[src/rtl/core/spsw_pkg.sv]
// Shared types and constants of the setpoint slew and window block.
package spsw_pkg;

    localparam int unsigned LenW   = 17;
    localparam int unsigned WinW   = 31;
    localparam int unsigned DataW  = 32;
    localparam int unsigned CfgAw  = 3;
    localparam int unsigned MulAw  = 33;
    localparam int unsigned MulBw  = 18;
    localparam int unsigned ProdW  = MulAw + MulBw;

    localparam logic [CfgAw-1:0] CFG_REF_LEN   = 3'd0;
    localparam logic [CfgAw-1:0] CFG_SLOPE     = 3'd1;
    localparam logic [CfgAw-1:0] CFG_BASE_STEP = 3'd2;
    localparam logic [CfgAw-1:0] CFG_TICK      = 3'd3;
    localparam logic [CfgAw-1:0] CFG_POS_WIN   = 3'd4;
    localparam logic [CfgAw-1:0] CFG_SPD_WIN   = 3'd5;

    localparam logic [LenW-1:0] RST_REF_LEN   = 17'd4588;
    localparam logic [LenW-1:0] RST_SLOPE     = 17'd1311;
    localparam logic [LenW-1:0] RST_BASE_STEP = 17'd131;
    localparam logic [LenW-1:0] RST_TICK      = 17'd262;
    localparam logic [WinW-1:0] RST_POS_WIN   = 31'd6554;
    localparam logic [WinW-1:0] RST_SPD_WIN   = 31'd19661;

    typedef enum logic [2:0] {
        ST_IDLE,
        ST_MUL_STEP,
        ST_STEP,
        ST_SLEW,
        ST_MUL_POS,
        ST_POS,
        ST_WIN
    } state_t;

    typedef enum logic [1:0] {
        MUL_SEL_STEP,
        MUL_SEL_YAW,
        MUL_SEL_POS
    } mul_sel_t;

    typedef struct packed {
        logic     ready;
        logic     accept;
        logic     mul_en;
        mul_sel_t mul_sel;
        logic     step_load;
        logic     slew_load;
        logic     pos_load;
        logic     finish;
    } ctrl_t;

endpackage

[src/rtl/core/setpoint_slew_and_window_top.sv]
// Top level of the setpoint slew limiter with tracking windows.
//
// One input word is one control tick. The block accepts it, then walks it
// through the sequencer before the result word appears on m_tdata: the
// single 33x18 multiplier is used three times in turn (ramp-step slope, yaw
// increment, position increment), with the slew, integrate and window steps
// among and after them. s_tready is high only while the sequencer is idle,
// so a new word is taken only after the previous one has left the window
// step. A finished result sits in the output register while the next
// word is accepted; the block stalls at the window step only if that
// register is still full. Configuration writes take effect at once and
// must come while no tick is in progress.
module setpoint_slew_and_window_top
(
    input  logic                              clk,
    input  logic                              rst_n,
    // s_tdata, lowest bit up: left_leg_length, right_leg_length, speed_command,
    // yaw_rate_command, measured_position, measured_speed
    input  logic [6*spsw_pkg::DataW-1:0]      s_tdata,
    // s_tuser: reload
    input  logic                              s_tuser,
    input  logic                              s_tvalid,
    output logic                              s_tready,
    // m_tdata, lowest bit up: target_speed, target_position, target_yaw
    output logic [3*spsw_pkg::DataW-1:0]      m_tdata,
    output logic                              m_tvalid,
    input  logic                              m_tready,
    input  logic                              cfg_we,
    input  logic [spsw_pkg::CfgAw-1:0]        cfg_addr,
    input  logic [spsw_pkg::WinW-1:0]         cfg_wdata
);

    localparam logic signed [37:0] SatHi = 38'sd2147483647;
    localparam logic signed [37:0] SatLo = -38'sd2147483648;

    function automatic logic signed [31:0] sat32(input logic signed [37:0] v);
        logic signed [31:0] r;
        if (v > SatHi)
        begin
            r = 32'sh7fffffff;
        end
        else if (v < SatLo)
        begin
            r = 32'sh80000000;
        end
        else
        begin
            r = v[31:0];
        end
        return r;
    endfunction

    function automatic logic signed [31:0] win_sat(input logic signed [35:0] v,
                                                   input logic signed [31:0] c,
                                                   input logic [30:0] w);
        logic signed [37:0] vx;
        logic signed [37:0] cx;
        logic signed [37:0] wx;
        logic signed [37:0] d;
        logic signed [37:0] r;
        vx = {{2{v[35]}}, v};
        cx = {{6{c[31]}}, c};
        wx = {7'd0, w};
        d  = vx - cx;
        if (d > wx)
        begin
            r = cx + wx;
        end
        else if (d < -wx)
        begin
            r = cx - wx;
        end
        else
        begin
            r = vx;
        end
        return sat32(r);
    endfunction

    spsw_pkg::ctrl_t ctrl;

    logic                         m_tvalid_reg;
    logic                         out_free;

    // configuration
    logic [spsw_pkg::LenW-1:0]    ref_len_reg;
    logic [spsw_pkg::LenW-1:0]    slope_reg;
    logic [spsw_pkg::LenW-1:0]    base_step_reg;
    logic [spsw_pkg::LenW-1:0]    tick_reg;
    logic [spsw_pkg::WinW-1:0]    pos_win_reg;
    logic [spsw_pkg::WinW-1:0]    spd_win_reg;

    // tick state
    logic signed [31:0]           speed_target_reg;
    logic signed [31:0]           position_target_reg;
    logic [31:0]                  yaw_target_reg;

    // per-word working registers
    logic signed [32:0]           dev_reg;
    logic signed [31:0]           cmd_reg;
    logic signed [31:0]           yaw_rate_reg;
    logic signed [31:0]           meas_pos_reg;
    logic signed [31:0]           meas_spd_reg;
    logic [34:0]                  step_reg;
    logic signed [31:0]           spd_reg;
    logic signed [35:0]           pos_reg;
    logic [3*spsw_pkg::DataW-1:0] m_tdata_reg;

    logic signed [31:0]           in_left;
    logic signed [31:0]           in_right;
    logic signed [32:0]           leg_sum;
    logic signed [32:0]           dev_next;

    logic signed [spsw_pkg::MulAw-1:0] mul_a;
    logic signed [spsw_pkg::MulBw-1:0] mul_b;
    logic signed [spsw_pkg::ProdW-1:0] prod;
    logic signed [spsw_pkg::ProdW-1:0] prod_biased;
    logic signed [34:0]                prod_rnd;

    logic signed [36:0]           step_raw;
    logic [34:0]                  step_next;
    logic signed [33:0]           diff;
    logic [33:0]                  abs_diff;
    logic signed [36:0]           slew_sum;
    logic signed [31:0]           spd_next;
    logic signed [35:0]           pos_next;
    logic signed [31:0]           pos_final;
    logic signed [31:0]           spd_final;

    spsw_ctrl u_ctrl
    (
        .clk      (clk),
        .rst_n    (rst_n),
        .in_valid (s_tvalid),
        .out_free (out_free),
        .ctrl     (ctrl)
    );

    spsw_mul u_mul
    (
        .clk  (clk),
        .en   (ctrl.mul_en),
        .a    (mul_a),
        .b    (mul_b),
        .prod (prod)
    );

    assign s_tready = ctrl.ready;
    assign out_free = !m_tvalid_reg || m_tready;
    assign m_tvalid = m_tvalid_reg;
    assign m_tdata  = m_tdata_reg;

    // average the legs and take the offset from the reference length
    assign in_left  = s_tdata[31:0];
    assign in_right = s_tdata[63:32];
    assign leg_sum  = {in_left[31], in_left} + {in_right[31], in_right};
    assign dev_next = {leg_sum[32], leg_sum[32:1]} - {16'd0, ref_len_reg};

    always_comb
    begin
        mul_a = dev_reg;
        mul_b = {1'b0, slope_reg};
        unique case (ctrl.mul_sel)
            spsw_pkg::MUL_SEL_STEP:
            begin
                mul_a = dev_reg;
                mul_b = {1'b0, slope_reg};
            end
            spsw_pkg::MUL_SEL_YAW:
            begin
                mul_a = {yaw_rate_reg[31], yaw_rate_reg};
                mul_b = {1'b0, tick_reg};
            end
            spsw_pkg::MUL_SEL_POS:
            begin
                mul_a = {spd_reg[31], spd_reg};
                mul_b = {1'b0, tick_reg};
            end
            default:
            begin
                mul_a = dev_reg;
                mul_b = {1'b0, slope_reg};
            end
        endcase
    end

    // round half up, drop 16 fraction bits
    assign prod_biased = prod + spsw_pkg::ProdW'(32768);
    assign prod_rnd    = prod_biased[spsw_pkg::ProdW-1:16];

    // ramp step, floored at zero
    assign step_raw  = {20'd0, base_step_reg} - {{2{prod_rnd[34]}}, prod_rnd};
    assign step_next = step_raw[36] ? 35'd0 : step_raw[34:0];

    // slew toward the command
    assign diff     = {{2{cmd_reg[31]}}, cmd_reg} - {{2{speed_target_reg[31]}}, speed_target_reg};
    assign abs_diff = diff[33] ? 34'(-diff) : 34'(diff);

    always_comb
    begin
        if (diff > 34'sd0)
        begin
            slew_sum = {{5{speed_target_reg[31]}}, speed_target_reg} + {2'b00, step_reg};
        end
        else
        begin
            slew_sum = {{5{speed_target_reg[31]}}, speed_target_reg} - {2'b00, step_reg};
        end
        if ({1'b0, abs_diff} < step_reg)
        begin
            spd_next = cmd_reg;
        end
        else
        begin
            spd_next = sat32({slew_sum[36], slew_sum});
        end
    end

    assign pos_next  = {{4{position_target_reg[31]}}, position_target_reg}
                     + {prod_rnd[34], prod_rnd};
    assign pos_final = win_sat(pos_reg, meas_pos_reg, pos_win_reg);
    assign spd_final = win_sat({{4{spd_reg[31]}}, spd_reg}, meas_spd_reg, spd_win_reg);

    always_ff @(posedge clk or negedge rst_n)
    begin
        if (!rst_n)
        begin
            ref_len_reg   <= spsw_pkg::RST_REF_LEN;
            slope_reg     <= spsw_pkg::RST_SLOPE;
            base_step_reg <= spsw_pkg::RST_BASE_STEP;
            tick_reg      <= spsw_pkg::RST_TICK;
            pos_win_reg   <= spsw_pkg::RST_POS_WIN;
            spd_win_reg   <= spsw_pkg::RST_SPD_WIN;
        end
        else if (cfg_we)
        begin
            unique case (cfg_addr)
                spsw_pkg::CFG_REF_LEN:   ref_len_reg   <= cfg_wdata[spsw_pkg::LenW-1:0];
                spsw_pkg::CFG_SLOPE:     slope_reg     <= cfg_wdata[spsw_pkg::LenW-1:0];
                spsw_pkg::CFG_BASE_STEP: base_step_reg <= cfg_wdata[spsw_pkg::LenW-1:0];
                spsw_pkg::CFG_TICK:      tick_reg      <= cfg_wdata[spsw_pkg::LenW-1:0];
                spsw_pkg::CFG_POS_WIN:   pos_win_reg   <= cfg_wdata;
                spsw_pkg::CFG_SPD_WIN:   spd_win_reg   <= cfg_wdata;
                default:                 ref_len_reg   <= ref_len_reg;
            endcase
        end
    end

    always_ff @(posedge clk or negedge rst_n)
    begin
        if (!rst_n)
        begin
            speed_target_reg    <= '0;
            position_target_reg <= '0;
            yaw_target_reg      <= '0;
            m_tvalid_reg        <= 1'b0;
        end
        else
        begin
            if (ctrl.finish)
            begin
                m_tvalid_reg <= 1'b1;
            end
            else if (m_tready)
            begin
                m_tvalid_reg <= 1'b0;
            end
            if (ctrl.accept && s_tuser)
            begin
                position_target_reg <= s_tdata[159:128];
                speed_target_reg    <= '0;
            end
            if (ctrl.slew_load)
            begin
                yaw_target_reg <= yaw_target_reg + prod_rnd[31:0];
            end
            if (ctrl.finish)
            begin
                position_target_reg <= pos_final;
                speed_target_reg    <= spd_final;
            end
        end
    end

    always_ff @(posedge clk)
    begin
        if (ctrl.accept)
        begin
            dev_reg      <= dev_next;
            cmd_reg      <= s_tdata[95:64];
            yaw_rate_reg <= s_tdata[127:96];
            meas_pos_reg <= s_tdata[159:128];
            meas_spd_reg <= s_tdata[191:160];
        end
        if (ctrl.step_load)
        begin
            step_reg <= step_next;
        end
        if (ctrl.slew_load)
        begin
            spd_reg <= spd_next;
        end
        if (ctrl.pos_load)
        begin
            pos_reg <= pos_next;
        end
        if (ctrl.finish)
        begin
            m_tdata_reg <= {yaw_target_reg, pos_final, spd_final};
        end
    end

endmodule

[src/rtl/core/spsw_mul.sv]
// Shared signed multiplier with a registered product.
module spsw_mul
(
    input  logic                                 clk,
    input  logic                                 en,
    input  logic signed [spsw_pkg::MulAw-1:0]    a,
    input  logic signed [spsw_pkg::MulBw-1:0]    b,
    output logic signed [spsw_pkg::ProdW-1:0]    prod
);

    logic signed [spsw_pkg::ProdW-1:0] prod_reg;
    logic signed [spsw_pkg::ProdW-1:0] prod_next;

    assign prod_next = a * b;

    always_ff @(posedge clk)
    begin
        if (en)
        begin
            prod_reg <= prod_next;
        end
    end

    assign prod = prod_reg;

endmodule

[src/rtl/core/spsw_ctrl.sv]
// Sequencer that walks one tick through the shared multiplier and update steps.
module spsw_ctrl
(
    input  logic                clk,
    input  logic                rst_n,
    input  logic                in_valid,
    input  logic                out_free,
    output spsw_pkg::ctrl_t     ctrl
);

    spsw_pkg::state_t state_reg;
    spsw_pkg::state_t state_next;

    always_ff @(posedge clk or negedge rst_n)
    begin
        if (!rst_n)
        begin
            state_reg <= spsw_pkg::ST_IDLE;
        end
        else
        begin
            state_reg <= state_next;
        end
    end

    always_comb
    begin
        state_next = state_reg;
        unique case (state_reg)
            spsw_pkg::ST_IDLE:
            begin
                if (in_valid)
                begin
                    state_next = spsw_pkg::ST_MUL_STEP;
                end
            end
            spsw_pkg::ST_MUL_STEP: state_next = spsw_pkg::ST_STEP;
            spsw_pkg::ST_STEP:     state_next = spsw_pkg::ST_SLEW;
            spsw_pkg::ST_SLEW:     state_next = spsw_pkg::ST_MUL_POS;
            spsw_pkg::ST_MUL_POS:  state_next = spsw_pkg::ST_POS;
            spsw_pkg::ST_POS:      state_next = spsw_pkg::ST_WIN;
            spsw_pkg::ST_WIN:
            begin
                // hold until the result register can take the word
                if (out_free)
                begin
                    state_next = spsw_pkg::ST_IDLE;
                end
            end
            default:               state_next = spsw_pkg::ST_IDLE;
        endcase
    end

    always_comb
    begin
        ctrl           = '0;
        ctrl.mul_sel   = spsw_pkg::MUL_SEL_STEP;
        unique case (state_reg)
            spsw_pkg::ST_IDLE:
            begin
                ctrl.ready  = 1'b1;
                ctrl.accept = in_valid;
            end
            spsw_pkg::ST_MUL_STEP:
            begin
                ctrl.mul_en  = 1'b1;
                ctrl.mul_sel = spsw_pkg::MUL_SEL_STEP;
            end
            spsw_pkg::ST_STEP:
            begin
                ctrl.step_load = 1'b1;
                ctrl.mul_en    = 1'b1;
                ctrl.mul_sel   = spsw_pkg::MUL_SEL_YAW;
            end
            spsw_pkg::ST_SLEW:
            begin
                ctrl.slew_load = 1'b1;
            end
            spsw_pkg::ST_MUL_POS:
            begin
                ctrl.mul_en  = 1'b1;
                ctrl.mul_sel = spsw_pkg::MUL_SEL_POS;
            end
            spsw_pkg::ST_POS:
            begin
                ctrl.pos_load = 1'b1;
            end
            spsw_pkg::ST_WIN:
            begin
                ctrl.finish = out_free;
            end
            default:
            begin
                ctrl.ready = 1'b0;
            end
        endcase
    end

endmodule

[config.mk]
export PLATFORM = sky130hd
export DESIGN_NAME = setpoint_slew_and_window_top
export DESIGN_NICKNAME = d
export VERILOG_FILES = /design/src/rtl/core/spsw_pkg.sv /design/src/rtl/core/setpoint_slew_and_window_top.sv /design/src/rtl/core/spsw_mul.sv /design/src/rtl/core/spsw_ctrl.sv
export SDC_FILE = /design/constraint.sdc
export NUM_CORES = 2
export LEC_CHECK = 0
export BUFFER_PORTS_ARGS = -buffer_cell sky130_fd_sc_hd__buf_4
export CORE_UTILIZATION = 50
export DETAILED_ROUTE_END_ITERATION = 8
export GPL_TIMING_DRIVEN = 0
export PLACE_DENSITY = 0.67
export SYNTH_ARGS = -nofsm -noshare
export SYNTH_HDL_FRONTEND = slang
export SYNTH_SLANG_ARGS = --single-unit
[constraint.sdc]
create_clock -name clk -period 17.5 [get_ports clk]
set_input_delay 1.75 -clock clk [delete_from_list [all_inputs] [get_ports clk]]
set_output_delay 1.75 -clock clk [all_outputs]
set_load 0.02 [all_outputs]
* Word-level counts from Yosys, hierarchy flattened *
Index checks and enable logic that the tools add are counted.

operators by class
  muxes and demuxes = 31
  multiply operators = 1
  $add $sub $neg = 18
  reduce and logical (&&, ||, !) cells = 15
  magnitude comparators = 12
  equal/unequal tests = 15

operators by type and width
  kind                    number
  $mux 32                 11
  $mux 38                 4
  $sub 32x32->33          4
  $add 32x32->33          3
  $gt 38x32->1 const B    2
  $lt 38x32->1 const B    2
  $neg 31->38             2
  $pmux 33 s2             1
  $add 51x17->51 const B  1
  $mul 33x18->51          1
  $lt 33x38->1            1
  $lt 37x38->1            1
  $add 32x36->37          1
  $gt 37x32->1            1
  $gt 37x32->1 const B    1
  $lt 37x32->1 const B    1
  $mux 37                 1
  $sub 32x36->37          1
  $sub 36x32->37          1
  $add 32x35->36          1
  $sub 18x35->36          1
  $lt 34x35->1            1
  $mux 34                 1
  $neg 33->34             1
  23 further kinds        47

word-level totals
  word-level logic and storage cells = 113
  bits of input ports = 232
  output and inout bits = 98
  register bits = 641

* Longest topological paths before layout *
  depth after elaboration = 8
  mapped depth = 34
  mapped depth without buffers = 31

* By module *
Synthesis repeated with hierarchy kept, for this count alone.

unflattened totals
  cell total of the unflattened synthesis = 7882
  area total of the unflattened synthesis = 72235.5 sq um

by module, submodules not included
  module                        sequential area each (sq um)  cells an instance  times used  area each (sq um)
  setpoint_slew_and_window_top  16534.6                       5504               1           50128.1
  spsw_mul                      1531.5                        2352               1           21856.0
  spsw_ctrl                     75.1                          26                 1           251.5

* Worst setup path before layout *
Ideal clock, no wire load.

  path kind = register to register
  start point = reg u_ctrl.state_reg[1]
  end point = reg u_mul.prod_reg, in the netlist u_mul.prod[47] (data pin)
  arrival time = 8932 ps
  required time = 17234 ps
  period minus slack after synthesis = 9197 ps
  cell stages (with the launch flop) = 28
  library setup time = 266 ps
  setup slack = 8303 ps
  path buffers = 3
  path through = dfrtp_1 -> clkbuf_1 -> nor2b_1 -> nor2b_1 -> clkbuf_1 -> clkbuf_1 -> a221oi_1 -> nor2_1 -> fa_1 -> ha_1 -> inv_1 -> fa_1 -> inv_1 -> fa_1 -> inv_1 -> fa_1 -> inv_1 -> fa_1 -> ha_1 -> nand2_1 -> o31a_1 -> a211oi_1 -> a21oi_1 -> o311a_1 -> o41ai_1 -> a21boi_0 -> o21ai_0 -> xor2_1

on the way
  longest elaborated chain between the ends = 6
  elaborated cells on any way between the ends = 10
  classes of those cells = mul: 1; eq/ne: 5; mux: 3; reduce/logical: 1

ends and longest elaborated chain
  item                                             RTL line                             RTL
  from (decl)                                      spsw_ctrl.sv:11                      spsw_pkg::state_t state_reg;
  from (signal assigned)                           spsw_ctrl.sv:18                      state_reg <= spsw_pkg::ST_IDLE;
  from (signal assigned)                           spsw_ctrl.sv:22                      state_reg <= state_next;
  $eq 3x3->1 (tied with other cells)               spsw_ctrl.sv:58                      unique case (state_reg)
  $pmux 3 s3 (*)                                   spsw_ctrl.sv:58
  $eq 2x2->1 / $eq 2x1->1 (equally long branches)  setpoint_slew_and_window_top.sv:163  unique case (ctrl.mul_sel)
  $reduce_or 2->1 (no source line)                 n/a
  $mux 17                                          setpoint_slew_and_window_top.sv:163
  $mul 33x18->51 (*)                               spsw_mul.sv:14                       assign prod_next = a * b;
  named net u_mul.prod_next (one bit)              spsw_mul.sv:12                       logic signed [spsw_pkg::ProdW-1:0] prod_next;
  to (signal assigned)                             spsw_mul.sv:20                       prod_reg <= prod_next;
  to (decl)                                        spsw_mul.sv:11                       logic signed [spsw_pkg::ProdW-1:0] prod_reg;

The timed path passes the listed nets; every way through them passes the cells marked *.
A chain may end at the register's enable or synchronous reset.

* Worst setup path after layout *
Same ends and word-level chain as after synthesis.

==> results.md <==
Outcome:
- The run finished, with violations left.
- The final reports fail on capacitance limit, slew limit.

Synth:
- The number of nets in the synthesized netlist is roughly 9.1k.
- Counting flops and latches in the post-synthesis netlist gives roughly 630.
- Synthesis produced ~7.7k cells.
- The primary flip-flop cell chosen by synthesis mapping is edfxtp_1.
- The count of yosys warnings during synthesis is 0.
- Dividing the synthesized area by the synthesized cell count gives approximately 9 um2.
- The synthesized netlist contains 95 unique library cells.
- By area the synthesized netlist is led by edfxtp_1 17%, fa_1 16%, ha_1 12%, dfrtp_1 7.0%, inv_1 5.3%.
- The number of enable-type register cells in the synthesized netlist is between 300 and 400.
- Summed over all instances, the cell type with the most area after synthesis is edfxtp_1.
- Of the synthesized area, sequential elements account for ~25%.
- The most common cell in the synthesized netlist is inv_1.
- The async set-reset flop share out of synthesis is 36.7%.
- Ranked by instance count, the synthesized netlist is headed by 985 x inv_1, 719 x nand2_1, 683 x ha_1.
- The cell area after synthesis is roughly 70000 um2.
- Of the post-synthesis cell area, the dominant cell type holds 17.1%.

Finish:
- The final layout contains ~9.6k nets.
- After routing the design area is approximately 78000 um2.
- Fill cells in the final layout number 12.5k.
- The multi-input combinational cells in the finished layout cover a total of roughly 47000 um2.
- Registers take between 15000 and 20000 um2.
- The register with the most flip-flops in the layout has 96 of them.
- The fraction of final layout cells sized beyond drive strength 1 is under 10%.
- The synthesis-to-finish area growth is 11.3%.

Clock tree:
- Buffers inserted during clock tree synthesis total between 70 and 80.
- The post-CTS resize count is 0.
- In this run the clock root is driven by a clkbuf_16.
- Counting along the longest clock path gives a buffer depth of 3.
- In this run, post-CTS hold repair placed 0 buffers.
- The number of sinks on the clock net is 626.
- The H-tree level count is 3.
- Clock-pin slew was measured on the worst setup and hold paths at ~0.06 ns.
- The CTS tree is built.
- After clock tree synthesis, the setup repair step added 0 buffers.
- The insertion delay to the later sink of the worst-skew pair is between 0.7 and 0.8 ns.

Global route:
- The number of global-route vias before repair was between 50k and 60k.
- The first global-routing pass estimated roughly 390000 um of wire.
- For this run, global-route usage on met3 was measured as 7.20%.
- The total overflow left after global routing is 0.
- The initial antenna violation count is 15.
- In the global route stage, met2 resource usage came out at between 50% and 60%.
- Global routing used a little under two fifths of the available tracks across all layers.
- met2 is the most crowded layer.
- Entering global routing, the biggest net connects between 90 and 100 pins.
- Global routing used 49.0% of the available met1 tracks.

Detailed routing:
- The detailed-router iteration count before antenna repair is 6.
- Dividing the detail-routed wire length by the instance count gives ~27 um.
- The via count of the routed design is ~61k.
- The post-route antenna net violation count is 0.
- The routed design has ~270000 um of wire.
- The DRC marker count from the first detailed-route iteration is 6360.
- The number of remaining DRC errors is 0.
- Dividing the detail-routed via count by the number of cells gives between 6 and 7.

STA:
- Hold timing on the final database bottoms out at a slack of about 0.46 ns.
- The setup-violating endpoint count in the final report is 0.
- After layout, the worst path uses between 60 and 70% of the clock period.
- The relative slew slack is -8.07%.
- The maximum operating frequency is between 80 and 90 MHz.
- The final hold violation count was 0.
- The total count of max-transition violations in the final report is 18.
- The actual slew at the worst max-slew pin is 1.62 ns.
- For the final database, setup skew stands at between 0.04 and 0.05 ns.
- Setup repair after global routing left no endpoint under its margin.
- The setup total negative slack is 0 ns.
- The final critical delay including setup and external delays is between 10 and 15 ns.

Critical path:
- The critical path starts at u_ctrl.state_reg[1].
- The setup slack on the worst flop-to-flop path is ~5.5 ns.
- In this design, the stage delay of the slowest critical-path cell is 1.10 ns.
- The end of the critical path is u_mul.prod[47].
- Counting stages on the worst path, the most repeated cell is fa_1.
- The class of the most critical setup path is reg -> reg.
- The data required time of the worst path is between 15 and 20 ns.
- The reg-to-reg startpoint is u_ctrl.state_reg[1].
- The largest individual stage delay along the critical path comes from the cell mux2i_1.
- The startpoint class of the critical path is a flip-flop.
- The worst endpoint data arrival time is 12.42 ns.
- The sort of element at the end of the critical path is a flip-flop.
- The endpoint identified for the worst register-to-register timing path is u_mul.prod[47].
- The number of cells on the worst reg-to-reg path is 28.
- Along the worst path, the maximum fanout reaches 10.

Floorplan:
- The die span in x is ~380 um.
- The effective utilization at floorplan is 50.6%.
- The number of placed I/O pins is 330.
- The area of the core is 138000 um2.
- The die area is about 140000 um2.
- The row count is ~140.
- The overall die height is ~380 um.

Placed design:
- The total of buffers placed on input and output ports is around 330.
- The routability-driven placement congestion ratio is around 1.0.
- The HPWL after detailed placement is 222000 um.
- The cell area after placement is approximately 75000 um2.

Flow run:
- Across the run, the number of max-cap violations was 2.

Worst hold path:
- The min-delay analysis places its worst path in the category reg -> reg.
## layout by cell type (no fill, tap or decap), drive strengths merged, types with 83 or more instances in the layout
cell | synthesis | routed
inv | 985 | 994
nand2 | 719 | 719
ha | 683 | 683
nor2 | 596 | 596
fa | 547 | 547
a21oi | 456 | 456
edfxtp | 396 | 396
o21ai | 375 | 375
buf | 22 | 371
clkbuf | 252 | 352
xnor2 | 324 | 324
dfrtp | 195 | 195
a21o | 189 | 189
nand3 | 143 | 143
xor2 | 117 | 117
nor3 | 109 | 109
mux2 | 97 | 97
nand2b | 89 | 89
o21a | 83 | 83
## metrics by stage
step                std cells  worst slack (ns)  util [%]
global route             9954              5.03      56.3
floorplan                7662              8.30         -
global placement         9785              5.01      54.0
CTS                      9948              5.73      56.2
finish                   9960              5.51      56.3
detailed placement       9804              5.77      54.3
## cell families (layout without fill, tap and decap cells)
group	Yosys count	in the layout	synth area share (%)
flip-flops	626	626	25.4
XOR/XNOR	441	441	5.54
AND/OR/NAND/NOR	2097	2097	14.0
AO/OA/AOI/OAI	1885	1885	18.4
multiplexers	122	122	1.93
buffers and inverters	1260	1756	6.83
adder cells (fa/ha/maj)	1230	1230	28.0
other	1	9	0.00538
## critical path, delay by kind of cell (launching register included)
kind	cells	cell delay [ns]
adder cells (fa/ha/maj)	7	3.34
buffers and inverters	7	1.71
multiplexers	1	1.10
AND/OR/NAND/NOR	5	1.47
AO/OA/AOI/OAI	7	3.61
XOR/XNOR	1	0.11
flip-flops	1	0.36
## worst min-delay path by stage
stage / startpoint / endpoint / slack [ns] / cells after the start
3_5_place_dp: yaw_target_reg[31] / m_tdata[95] / 0.44 / 0
6_report: yaw_target_reg[31] / m_tdata[95] / 0.46 / 0
2_1_floorplan: yaw_target_reg[31] / m_tdata[95] / 0.42 / 0
4_1_cts: yaw_target_reg[31] / m_tdata[95] / 0.46 / 0
5_1_grt: yaw_target_reg[31] / m_tdata[95] / 0.48 / 0
3_3_place_gp: yaw_target_reg[31] / m_tdata[95] / 0.43 / 0
## layout make-up
cell class	count	share of cell area (%)
clock buffer	97	2.69
clock inverter	47	0.794
multi-input combinational	5776	61.0
timing repair buffer	352	3.64
tap	1794	2.89
antenna	8	0.0258
buffer	274	1.37
inverter	986	4.78
sequential	626	22.8
## per-layer routing
metal,vias to the layer above,routed length (um)
li1,27600,-
met2,2949,119000
met3,674,24000
met4,6,19200
met1,29900,107000
met5,-,37
Power is not shown: default switching activity piles up to over one toggle a cycle in this logic, so the estimate is an artifact.
